File: config.mk
export PLATFORM = sky130hd
export DESIGN_NAME = date_difference_in_days_unit
export DESIGN_NICKNAME = d
export VERILOG_FILES = /design/src/rtl/ddiff_pkg.sv /design/src/rtl/ddiff_front.sv /design/src/rtl/ddiff_queue.sv /design/src/rtl/ddiff_back.sv /design/src/rtl/date_difference_in_days_unit.sv
export SDC_FILE = /design/constraint.sdc
export NUM_CORES = 2
export LEC_CHECK = 0
export BUFFER_PORTS_ARGS = -buffer_cell sky130_fd_sc_hd__buf_2
export CAP_MARGIN = 20
export CORE_MARGIN = 2
export CORE_UTILIZATION = 51
export CTS_CLUSTER_DIAMETER = 60
export DETAILED_ROUTE_END_ITERATION = 10
export PLACE_DENSITY_LB_ADDON = 0.15
export SLEW_MARGIN = 20
export SYNTH_ARGS = -nofsm -noshare
export SYNTH_HDL_FRONTEND = slang
export SYNTH_SLANG_ARGS = --single-unit
File: constraint.sdc
create_clock -name clock -period 9.6 [get_ports clock]
set_input_delay 0.48 -clock clock [delete_from_list [all_inputs] [get_ports clock]]
set_output_delay 0.48 -clock clock [all_outputs]
set_load 0.01 [all_outputs]
File: src/rtl/ddiff_pkg.sv
// types, constants and calendar helpers shared by the date difference unit
// no dependencies; imported by ddiff_front, ddiff_queue, ddiff_back and the top level
`default_nettype none

package ddiff_pkg;

   localparam int unsigned DayW    = 5;
   localparam int unsigned MonthW  = 4;
   localparam int unsigned YearW   = 14;
   localparam int unsigned CentW   = 8;
   localparam int unsigned SerialW = 22;
   localparam int unsigned DiffW   = 23;

   // floor(y / 100) == (y * RecipHundred) >> RecipShift for every 14-bit y
   localparam logic [12:0] RecipHundred = 13'd5243;
   localparam int unsigned RecipShift   = 19;
   localparam int unsigned RecipProdW   = YearW + 13;

   localparam logic [YearW-1:0] YearMin = 14'd1;
   localparam logic [YearW-1:0] YearMax = 14'd9999;

   typedef enum logic [1:0] {
      FE_IDLE,
      FE_DIV,
      FE_CHECK
   } ddiff_front_state_type;

   typedef enum logic [1:0] {
      BE_IDLE,
      BE_SERIAL,
      BE_DIFF
   } ddiff_back_state_type;

   typedef struct packed {
      logic [DayW-1:0]   day;
      logic [MonthW-1:0] month;
      logic [YearW-1:0]  year;
      logic [CentW-1:0]  cent;        // year / 100
      logic              cent_exact;  // year is a multiple of 100
      logic              leap;
   } ddiff_date_type;

   typedef struct packed {
      logic           invalid;
      logic           negate;
      logic           include_end;
      ddiff_date_type early;
      ddiff_date_type late;
   } ddiff_entry_type;

   function automatic logic [DayW-1:0] days_in_month(input logic [MonthW-1:0] month,
                                                     input logic leap);
      logic [DayW-1:0] dim;
      case (month)
         4'd2:                                     dim = leap ? 5'd29 : 5'd28;
         4'd4, 4'd6, 4'd9, 4'd11:                  dim = 5'd30;
         4'd1, 4'd3, 4'd5, 4'd7, 4'd8, 4'd10, 4'd12: dim = 5'd31;
         default:                                  dim = 5'd0;
      endcase
      return dim;
   endfunction

   function automatic logic [8:0] month_start(input logic [MonthW-1:0] month);
      logic [8:0] ms;
      case (month)
         4'd1:    ms = 9'd0;
         4'd2:    ms = 9'd31;
         4'd3:    ms = 9'd59;
         4'd4:    ms = 9'd90;
         4'd5:    ms = 9'd120;
         4'd6:    ms = 9'd151;
         4'd7:    ms = 9'd181;
         4'd8:    ms = 9'd212;
         4'd9:    ms = 9'd243;
         4'd10:   ms = 9'd273;
         4'd11:   ms = 9'd304;
         4'd12:   ms = 9'd334;
         default: ms = 9'd0;
      endcase
      return ms;
   endfunction

   // day number of a valid date, 1 january of year 1 is day 1
   function automatic logic [SerialW-1:0] serial_day(input ddiff_date_type dt);
      logic [YearW-1:0]   p;
      logic [CentW-1:0]   pc;
      logic [SerialW-1:0] n;
      p  = dt.year - YearMin;
      // (year - 1) / 100 drops by one when year is a whole century
      pc = dt.cent - {{(CentW-1){1'b0}}, dt.cent_exact};
      n  = SerialW'(p) * 22'd365 + SerialW'(p[YearW-1:2]) - SerialW'(pc)
         + SerialW'(pc[CentW-1:2]) + SerialW'(month_start(dt.month)) + SerialW'(dt.day);
      if (dt.month > 4'd2 && dt.leap) begin
         n = n + 22'd1;
      end
      return n;
   endfunction

endpackage

`default_nettype wire

File: src/rtl/ddiff_front.sv
// front end: takes one date pair, finds century and leap facts, validates and orders
// depends on ddiff_pkg; pushes ddiff_entry_type items into ddiff_queue
`default_nettype none

module ddiff_front (
   input  wire logic                    clock,
   input  wire logic                    reset,
   input  wire logic                    req_valid,
   output logic                         req_ready,
   input  wire logic [ddiff_pkg::DayW-1:0]   first_day,
   input  wire logic [ddiff_pkg::MonthW-1:0] first_month,
   input  wire logic [ddiff_pkg::YearW-1:0]  first_year,
   input  wire logic [ddiff_pkg::DayW-1:0]   second_day,
   input  wire logic [ddiff_pkg::MonthW-1:0] second_month,
   input  wire logic [ddiff_pkg::YearW-1:0]  second_year,
   input  wire logic                    include_end_day,
   input  wire logic                    queue_full,
   output logic                         push,
   output ddiff_pkg::ddiff_entry_type   push_entry
);
   import ddiff_pkg::*;

   ddiff_front_state_type state_ff, state_in;
   ddiff_date_type        first_ff, first_in;
   ddiff_date_type        second_ff, second_in;
   logic                  inc_ff, inc_in;

   logic [RecipProdW-1:0] first_prod, second_prod;
   ddiff_date_type        first_chk, second_chk;
   logic                  first_ok, second_ok, first_earlier;

   function automatic ddiff_date_type add_leap(input ddiff_date_type dt);
      ddiff_date_type  o;
      logic [YearW-1:0] rem;
      o   = dt;
      rem = dt.year - YearW'(dt.cent) * 14'd100;
      o.cent_exact = (rem == '0);
      o.leap = (dt.year[1:0] == 2'd0 && rem != '0) || (rem == '0 && dt.cent[1:0] == 2'd0);
      return o;
   endfunction

   function automatic logic date_ok(input ddiff_date_type dt);
      return dt.year >= YearMin && dt.year <= YearMax && dt.day != '0
          && dt.day <= days_in_month(dt.month, dt.leap);
   endfunction

   // next state
   always_comb begin
      state_in = state_ff;
      case (state_ff)
         FE_IDLE:  if (req_valid) state_in = FE_DIV;
         FE_DIV:   state_in = FE_CHECK;
         FE_CHECK: if (!queue_full) state_in = FE_IDLE;
         default:  state_in = FE_IDLE;
      endcase
   end

   // outputs
   always_comb begin
      req_ready = (state_ff == FE_IDLE);
      push      = (state_ff == FE_CHECK) && !queue_full;
   end

   // datapath
   always_comb begin
      first_prod  = RecipProdW'(first_ff.year) * RecipProdW'(RecipHundred);
      second_prod = RecipProdW'(second_ff.year) * RecipProdW'(RecipHundred);
      first_in  = first_ff;
      second_in = second_ff;
      inc_in    = inc_ff;
      if (state_ff == FE_IDLE && req_valid) begin
         first_in.day    = first_day;
         first_in.month  = first_month;
         first_in.year   = first_year;
         second_in.day   = second_day;
         second_in.month = second_month;
         second_in.year  = second_year;
         inc_in          = include_end_day;
      end else if (state_ff == FE_DIV) begin
         first_in.cent  = first_prod[RecipShift +: CentW];
         second_in.cent = second_prod[RecipShift +: CentW];
      end

      first_chk  = add_leap(first_ff);
      second_chk = add_leap(second_ff);
      first_ok   = date_ok(first_chk);
      second_ok  = date_ok(second_chk);
      first_earlier = (first_ff.year < second_ff.year)
         || (first_ff.year == second_ff.year && first_ff.month < second_ff.month)
         || (first_ff.year == second_ff.year && first_ff.month == second_ff.month
             && first_ff.day < second_ff.day);

      push_entry.invalid     = !(first_ok && second_ok);
      push_entry.negate      = !first_earlier;
      push_entry.include_end = inc_ff;
      push_entry.early       = first_earlier ? first_chk : second_chk;
      push_entry.late        = first_earlier ? second_chk : first_chk;
   end

   always_ff @(posedge clock) begin
      if (reset) begin
         state_ff <= FE_IDLE;
      end else begin
         state_ff <= state_in;
      end
      first_ff  <= first_in;
      second_ff <= second_in;
      inc_ff    <= inc_in;
   end

endmodule

`default_nettype wire

File: src/rtl/ddiff_queue.sv
// short fifo of classified date pairs between front and back end
// depends on ddiff_pkg for ddiff_entry_type
`default_nettype none

module ddiff_queue #(
   parameter int unsigned DEPTH = 2
) (
   input  wire logic                  clock,
   input  wire logic                  reset,
   input  wire logic                  push,
   input  wire ddiff_pkg::ddiff_entry_type push_entry,
   input  wire logic                  pop,
   output ddiff_pkg::ddiff_entry_type pop_entry,
   output logic                       full,
   output logic                       empty
);
   import ddiff_pkg::*;

   localparam int unsigned PtrW = $clog2(DEPTH);
   localparam int unsigned CntW = $clog2(DEPTH + 1);

   ddiff_entry_type slot_ff [DEPTH];
   logic [PtrW-1:0] wr_ptr_ff, wr_ptr_in;
   logic [PtrW-1:0] rd_ptr_ff, rd_ptr_in;
   logic [CntW-1:0] count_ff, count_in;

   always_comb begin
      full      = (count_ff == CntW'(DEPTH));
      empty     = (count_ff == '0);
      pop_entry = slot_ff[rd_ptr_ff];
      wr_ptr_in = wr_ptr_ff;
      rd_ptr_in = rd_ptr_ff;
      count_in  = count_ff;
      if (push) begin
         wr_ptr_in = (wr_ptr_ff == PtrW'(DEPTH - 1)) ? '0 : wr_ptr_ff + 1'b1;
      end
      if (pop) begin
         rd_ptr_in = (rd_ptr_ff == PtrW'(DEPTH - 1)) ? '0 : rd_ptr_ff + 1'b1;
      end
      if (push && !pop) begin
         count_in = count_ff + 1'b1;
      end else if (pop && !push) begin
         count_in = count_ff - 1'b1;
      end
   end

   always_ff @(posedge clock) begin
      if (reset) begin
         wr_ptr_ff <= '0;
         rd_ptr_ff <= '0;
         count_ff  <= '0;
      end else begin
         wr_ptr_ff <= wr_ptr_in;
         rd_ptr_ff <= rd_ptr_in;
         count_ff  <= count_in;
      end
      if (push) begin
         slot_ff[wr_ptr_ff] <= push_entry;
      end
   end

`ifndef SYNTHESIS
   a_no_overflow: assert property (@(posedge clock) disable iff (reset) push |-> !full)
      else $error("queue push while full");
   a_no_underflow: assert property (@(posedge clock) disable iff (reset) pop |-> !empty)
      else $error("queue pop while empty");
   a_count_up: assert property (@(posedge clock) disable iff (reset)
      (push && !pop) |=> count_ff == $past(count_ff) + 1'b1)
      else $error("queue count did not follow a lone push");
`endif

endmodule

`default_nettype wire

File: src/rtl/ddiff_back.sv
// back end: day numbers of both dates, signed difference, output register
// depends on ddiff_pkg; pops ddiff_entry_type items from ddiff_queue
`default_nettype none

module ddiff_back (
   input  wire logic                  clock,
   input  wire logic                  reset,
   input  wire logic                  queue_empty,
   input  wire ddiff_pkg::ddiff_entry_type pop_entry,
   output logic                       pop,
   output logic                       rsp_valid,
   input  wire logic                  rsp_ready,
   output logic [ddiff_pkg::DiffW-1:0] day_difference,
   output logic                       invalid_date
);
   import ddiff_pkg::*;

   ddiff_back_state_type state_ff, state_in;
   ddiff_entry_type      ent_ff, ent_in;
   logic [SerialW-1:0]   early_ser_ff, early_ser_in;
   logic [SerialW-1:0]   late_ser_ff, late_ser_in;
   logic                 out_valid_ff, out_valid_in;
   logic [DiffW-1:0]     out_diff_ff, out_diff_in;
   logic                 out_inv_ff, out_inv_in;

   logic                 out_free, load_out;
   logic [DiffW-1:0]     count;

   assign out_free = !out_valid_ff || rsp_ready;

   // next state
   always_comb begin
      state_in = state_ff;
      case (state_ff)
         BE_IDLE:   if (!queue_empty) state_in = BE_SERIAL;
         BE_SERIAL: state_in = BE_DIFF;
         BE_DIFF:   if (out_free) state_in = BE_IDLE;
         default:   state_in = BE_IDLE;
      endcase
   end

   // outputs
   always_comb begin
      pop      = (state_ff == BE_IDLE) && !queue_empty;
      load_out = (state_ff == BE_DIFF) && out_free;
   end

   // datapath
   always_comb begin
      ent_in       = pop ? pop_entry : ent_ff;
      early_ser_in = early_ser_ff;
      late_ser_in  = late_ser_ff;
      if (state_ff == BE_SERIAL) begin
         early_ser_in = serial_day(ent_ff.early);
         late_ser_in  = serial_day(ent_ff.late);
      end

      count = DiffW'(late_ser_ff) - DiffW'(early_ser_ff) + DiffW'(ent_ff.include_end);

      out_valid_in = out_valid_ff;
      out_diff_in  = out_diff_ff;
      out_inv_in   = out_inv_ff;
      if (load_out) begin
         out_valid_in = 1'b1;
         out_inv_in   = ent_ff.invalid;
         if (ent_ff.invalid) begin
            out_diff_in = '0;
         end else begin
            out_diff_in = ent_ff.negate ? -count : count;
         end
      end else if (rsp_ready) begin
         out_valid_in = 1'b0;
      end
   end

   always_ff @(posedge clock) begin
      if (reset) begin
         state_ff     <= BE_IDLE;
         out_valid_ff <= 1'b0;
      end else begin
         state_ff     <= state_in;
         out_valid_ff <= out_valid_in;
      end
      ent_ff       <= ent_in;
      early_ser_ff <= early_ser_in;
      late_ser_ff  <= late_ser_in;
      out_diff_ff  <= out_diff_in;
      out_inv_ff   <= out_inv_in;
   end

   assign rsp_valid      = out_valid_ff;
   assign day_difference = out_diff_ff;
   assign invalid_date   = out_inv_ff;

endmodule

`default_nettype wire

File: src/rtl/date_difference_in_days_unit.sv
// top level of the gregorian date difference unit
// depends on ddiff_pkg, ddiff_front, ddiff_queue and ddiff_back
`default_nettype none

// usage
//   req channel: one beat carries two dates and an include-end-day flag; the beat is
//   taken when req_tvalid and req_tready are both high. rsp channel: one beat per
//   request, in request order, with the signed day count from the first date to the
//   second (negative when the first date is not strictly earlier, equal dates count
//   as swapped) and an invalid flag in rsp_tuser (count then reads zero).
// path: from the accepting edge to rsp_tvalid when nothing stalls, a request passes
//   the front's century divide and check steps, the queue, the day-number
//   step and the difference step into the output register
// pacing: the front takes a new beat only once its three-step sequencer is back in
//   idle; the back end also runs three steps per beat, so neither side limits the other
// stalls: a held rsp beat keeps the back end in its difference step, the queue
//   then fills and the front drops req_tready; the front still takes one request
//   while idle and holds it until the queue has room, so up to QUEUE_DEPTH + 3
//   requests can be in flight (front, queue, back end and output register)
// reset: synchronous, active high; empties the queue and returns both
//   sequencers to idle, no result is pending afterwards

module date_difference_in_days_unit #(
   parameter int unsigned QUEUE_DEPTH = 2
) (
   input  wire logic        clock,
   input  wire logic        reset,
   // request: first_day[4:0] first_month[8:5] first_year[22:9] second_day[27:23]
   //          second_month[31:28] second_year[45:32] include_end_day[46], zero fill[47]
   input  wire logic        req_tvalid,
   output logic             req_tready,
   input  wire logic [47:0] req_tdata,
   // response: day_difference[22:0] signed, zero fill[23]
   output logic             rsp_tvalid,
   input  wire logic        rsp_tready,
   output logic [23:0]      rsp_tdata,
   // response tuser: invalid_date[0]
   output logic             rsp_tuser
);
   import ddiff_pkg::*;

   ddiff_entry_type  push_entry, pop_entry;
   logic             push, pop, queue_full, queue_empty;
   logic [DiffW-1:0] day_difference;

   // classify: validate both dates, order them, precompute century facts
   ddiff_front u_front (
      .clock           (clock),
      .reset           (reset),
      .req_valid       (req_tvalid),
      .req_ready       (req_tready),
      .first_day       (req_tdata[4:0]),
      .first_month     (req_tdata[8:5]),
      .first_year      (req_tdata[22:9]),
      .second_day      (req_tdata[27:23]),
      .second_month    (req_tdata[31:28]),
      .second_year     (req_tdata[45:32]),
      .include_end_day (req_tdata[46]),
      .queue_full      (queue_full),
      .push            (push),
      .push_entry      (push_entry)
   );

   // decouples the two halves so each can stall on its own
   ddiff_queue #(
      .DEPTH (QUEUE_DEPTH)
   ) u_queue (
      .clock      (clock),
      .reset      (reset),
      .push       (push),
      .push_entry (push_entry),
      .pop        (pop),
      .pop_entry  (pop_entry),
      .full       (queue_full),
      .empty      (queue_empty)
   );

   // execute: day numbers in closed form, signed difference, output register
   ddiff_back u_back (
      .clock          (clock),
      .reset          (reset),
      .queue_empty    (queue_empty),
      .pop_entry      (pop_entry),
      .pop            (pop),
      .rsp_valid      (rsp_tvalid),
      .rsp_ready      (rsp_tready),
      .day_difference (day_difference),
      .invalid_date   (rsp_tuser)
   );

   // pad the count to a whole byte
   assign rsp_tdata = {1'b0, day_difference};

endmodule

`default_nettype wire
==> results.yml <==
detailed_routing:
  first_pass_iters: 5
  wire_per_inst_um: 18.1
  avgViaCountPerCell: 5.34
  number_of_drc_markers_in_iteration_0: 1103
  via_count: 23078
  route.detailed.drc: 0
  routed_wl_um: 78000
  antenna_violating_nets_post_route: 0
global_route:
  grt-ovfl-total: 0
  grt_pass1_wl_um: 127000
  antenna_violations_before_repair: 0
  grt_pass1_vias: 24320
  grt_use_total_pct: 22.7
  grt_max_degree: 82
die:
  core_area_um2: 68700
  die-height_um: 268
  ioPinCount: 79
  std_cell_rows: 96
  start_util_pct: 51.6
  die_area_um2: 71600
  floorplan.die.width_um: 268
timing:
  final-hold-violation-count: 0
  clock_period_minus_final_worst_setup_slack_ns: 7.98
  tightest_slew_ns: 1.04
  setup_total_neg_slack_ns: 0
  fin_skew_ns: 0.0337
  maxSlewHeadroom_pct: 30.7
  final-setup-viol-count: 0
  layout_setup_ws_ns: 1.62
  final.period_utilization_pct: 83.1
  fmax_ghz: 0.125
  grt_setup_unrepaired: "false"
  slew_viol_final: 0
layout:
  drive_above_1_share_pct: 8.80
  num-nets-final: 4310
  commonest_non_fill_non_tap_cell_in_the_layout: "sky130_fd_sc_hd__ha_1"
  sequential_standard_cell_area_um2: 10300
  n_fill_cell: 6069
  multi_input_area_um2: 22700
  area_growth_syn_to_layout_pct: 7.77
  final_cell_mix: "616 x sky130_fd_sc_hd__ha_1, 602 x sky130_fd_sc_hd__inv_1, 338 x sky130_fd_sc_hd__edfxtp_1, 287 x sky130_fd_sc_hd__fa_1, 159 x sky130_fd_sc_hd__nand2_1"
placement:
  numPortBuffers: 76
  final_weighted_congestion_of_routability_driven_global_placement: 0.931
  dp_slack_ns: 1.64
  dp_hpwl_um: 64100
clock_network:
  cts_repair_resize_count: 0
  clock_sinks: 347
  clock-root-buffer: "sky130_fd_sc_hd__clkbuf_16"
  cts_tree: "built"
  htree_num_levels: 2
  numCtsBuffers: 41
  postCtsSetupRepairBufs: 0
  clkTransAtPathRegs_ns: 0.06
  count_of_hold_fix_buffers_inserted_at_cts: 0
  insertion_delay_ns: 0.58
  cts.path.max_buffers: 3
run_status:
  run_status: "completed"
job:
  max_cap_viol_count: 0
setup_path:
  timing.critical_path.cells: "inv_1 -> ha_1 -> nand2_1 -> or3_1 -> xor2_1 -> inv_1 -> maj3_1 -> ha_1 -> fa_1 -> fa_1 -> fa_1 -> ha_1 -> ha_1 -> a21oi_1 -> o22ai_1 -> a211oi_1 -> nor2_1 -> xnor2_1 -> nor4_1 -> nand4_1 -> xnor2_1"
  critPathMaxFanout: 8
  crit_path_top_delay_cell: "sky130_fd_sc_hd__nor4_1"
  crit_path_max_incr_delay_ns: 0.76
  cp_num_buf_inv: 2
  cp_endpoint_kind: "flop"
  critical_path.top_delay_family: "adder cells"
  critical_path_required_ns: 9.90
  crit_type: "reg -> reg"
  cp.arrival_ns: 8.28
  cp_common_cell: "sky130_fd_sc_hd__ha_1"
  critical_path_launch_point_type: "flop"
synth:
  yosys_warnings: 0
  asyncSetResetFlopFracSynth_pct: 0
  synthesis.instances: 3273
  postSynthRegisterBits: 347
  synth_enable_flop_cells: 338
  synth_ff_type: "sky130_fd_sc_hd__edfxtp_1"
  yosysSeqAreaShare_pct: 29.2
  netlist_area_pre_place_um2: 35400
  synth_cell_types: 89
  synth.avg_cell_area_um2: 10.8
  syn_nets: 4228
min_path:
  timing.hold.worst.class: "in -> reg"
[sequential cells by signal, summed over array words and instances, names as in the netlist]
| signal | flops |
|---|---|
| u_front.first_chk | 31 |
| u_back.rsp_valid | 1 |
| u_back.state_ff | 2 |
| u_back.late_ser_ff | 22 |
| u_back.day_difference | 23 |
| u_front.state_ff | 2 |
| u_back.invalid_date | 1 |
| u_back.ent_ff | 69 |
| u_back.early_ser_ff | 22 |
| u_queue.count_ff | 2 |
| u_queue.rd_ptr_ff | 1 |
| u_front.second_chk | 31 |
| u_queue.slot_ff | 138 |
| u_queue.wr_ptr_ff | 1 |
| u_front.inc_ff | 1 |
[path summary, 6_finish.rpt]
kind                          start  cells after the start                 endpoint  slack [ns]
hold / removal        req_tdata[10]                      1    u_front.first_chk[11]        0.07
hold reg to reg      u_front.inc_ff                      0   u_queue.slot_ff[0][66]        0.45
setup / recovery  u_back.ent_ff[43]                     21  u_back.early_ser_ff[21]        1.62
setup reg to reg  u_back.ent_ff[43]                     21  u_back.early_ser_ff[21]        1.62
[cell type report]
class | count | area share, %
inverter | 604 | 5.94
timing repair buffer | 87 | 1.25
tap | 931 | 3.05
clock inverter | 25 | 0.492
sequential | 347 | 27.1
multi-input combinational | 2274 | 59.4
clock buffer | 49 | 2.82
antenna | 1 | 0.00656
[synthesized netlist by cell type, types with 52 or more instances]
cell	instances	area [um2]
sky130_fd_sc_hd__nand3_1	52	260
sky130_fd_sc_hd__a21oi_1	93	465
sky130_fd_sc_hd__inv_1	603	2260
sky130_fd_sc_hd__xor2_1	86	753
sky130_fd_sc_hd__nand2_1	159	597
sky130_fd_sc_hd__xnor2_1	146	1280
sky130_fd_sc_hd__ha_1	616	7710
sky130_fd_sc_hd__mux2_2	91	1020
sky130_fd_sc_hd__edfxtp_1	338	10100
sky130_fd_sc_hd__nor2_1	141	529
sky130_fd_sc_hd__fa_1	287	5750
sky130_fd_sc_hd__o21ai_0	106	531
[cells by family (layout without fill, tap and decap cells)]
| family | Yosys count | count (layout) | synth area share [%] |
|---|---|---|---|
| AOI/OAI and AO/OA | 417 | 417 | 7.90 |
| xor gates and xnor gates | 233 | 233 | 5.78 |
| adders and majority gates | 906 | 906 | 38.1 |
| buffers and inverters | 652 | 765 | 6.94 |
| DFF | 347 | 347 | 29.2 |
| muxes | 115 | 115 | 3.65 |
| other | 1 | 2 | 0.0106 |
| and+or+nand+nor | 602 | 602 | 8.49 |
[through the flow]
step | cell area [um2] | hold WS, ns | std cells | utilization (%)
floorplan | 35400 | 0.421 | 3273 | -
global placement | 36900 | 0.426 | 4242 | 53.7
detailed placement | 36900 | 0.445 | 4243 | 53.7
CTS | 38200 | 0.0301 | 4317 | 55.5
global route | 38200 | 0.0362 | 4317 | 55.6
finish | 38200 | 0.0713 | 4318 | 55.6
[worst reg2reg max path: cells and delay by family (launching register included)]
| family | cells | cell delay [ns] |
|---|---|---|
| adder cells (fa/ha/maj) | 8 | 3.13 |
| AND/OR/NAND/NOR | 5 | 1.61 |
| buffers and inverters | 2 | 0.45 |
| flip-flops | 1 | 0.57 |
| AO/OA/AOI/OAI | 3 | 1.00 |
| XOR/XNOR | 3 | 1.01 |
[per-layer routing]
| layer | global-route usage [%] | wire length, um | vias up |
|---|---|---|---|
| met1 | 29.1 | 34200 | 11262 |
| met5 | 0 | 0 | - |
| met2 | 39.9 | 38400 | 359 |
| met4 | 8.05 | 3010 | 0 |
| met3 | 2.39 | 2320 | 127 |
| li1 | - | - | 11330 |
Power is left out: the tool's default activity adds up to more than one toggle a clock period on the data nets, which glitch-free logic cannot reach.
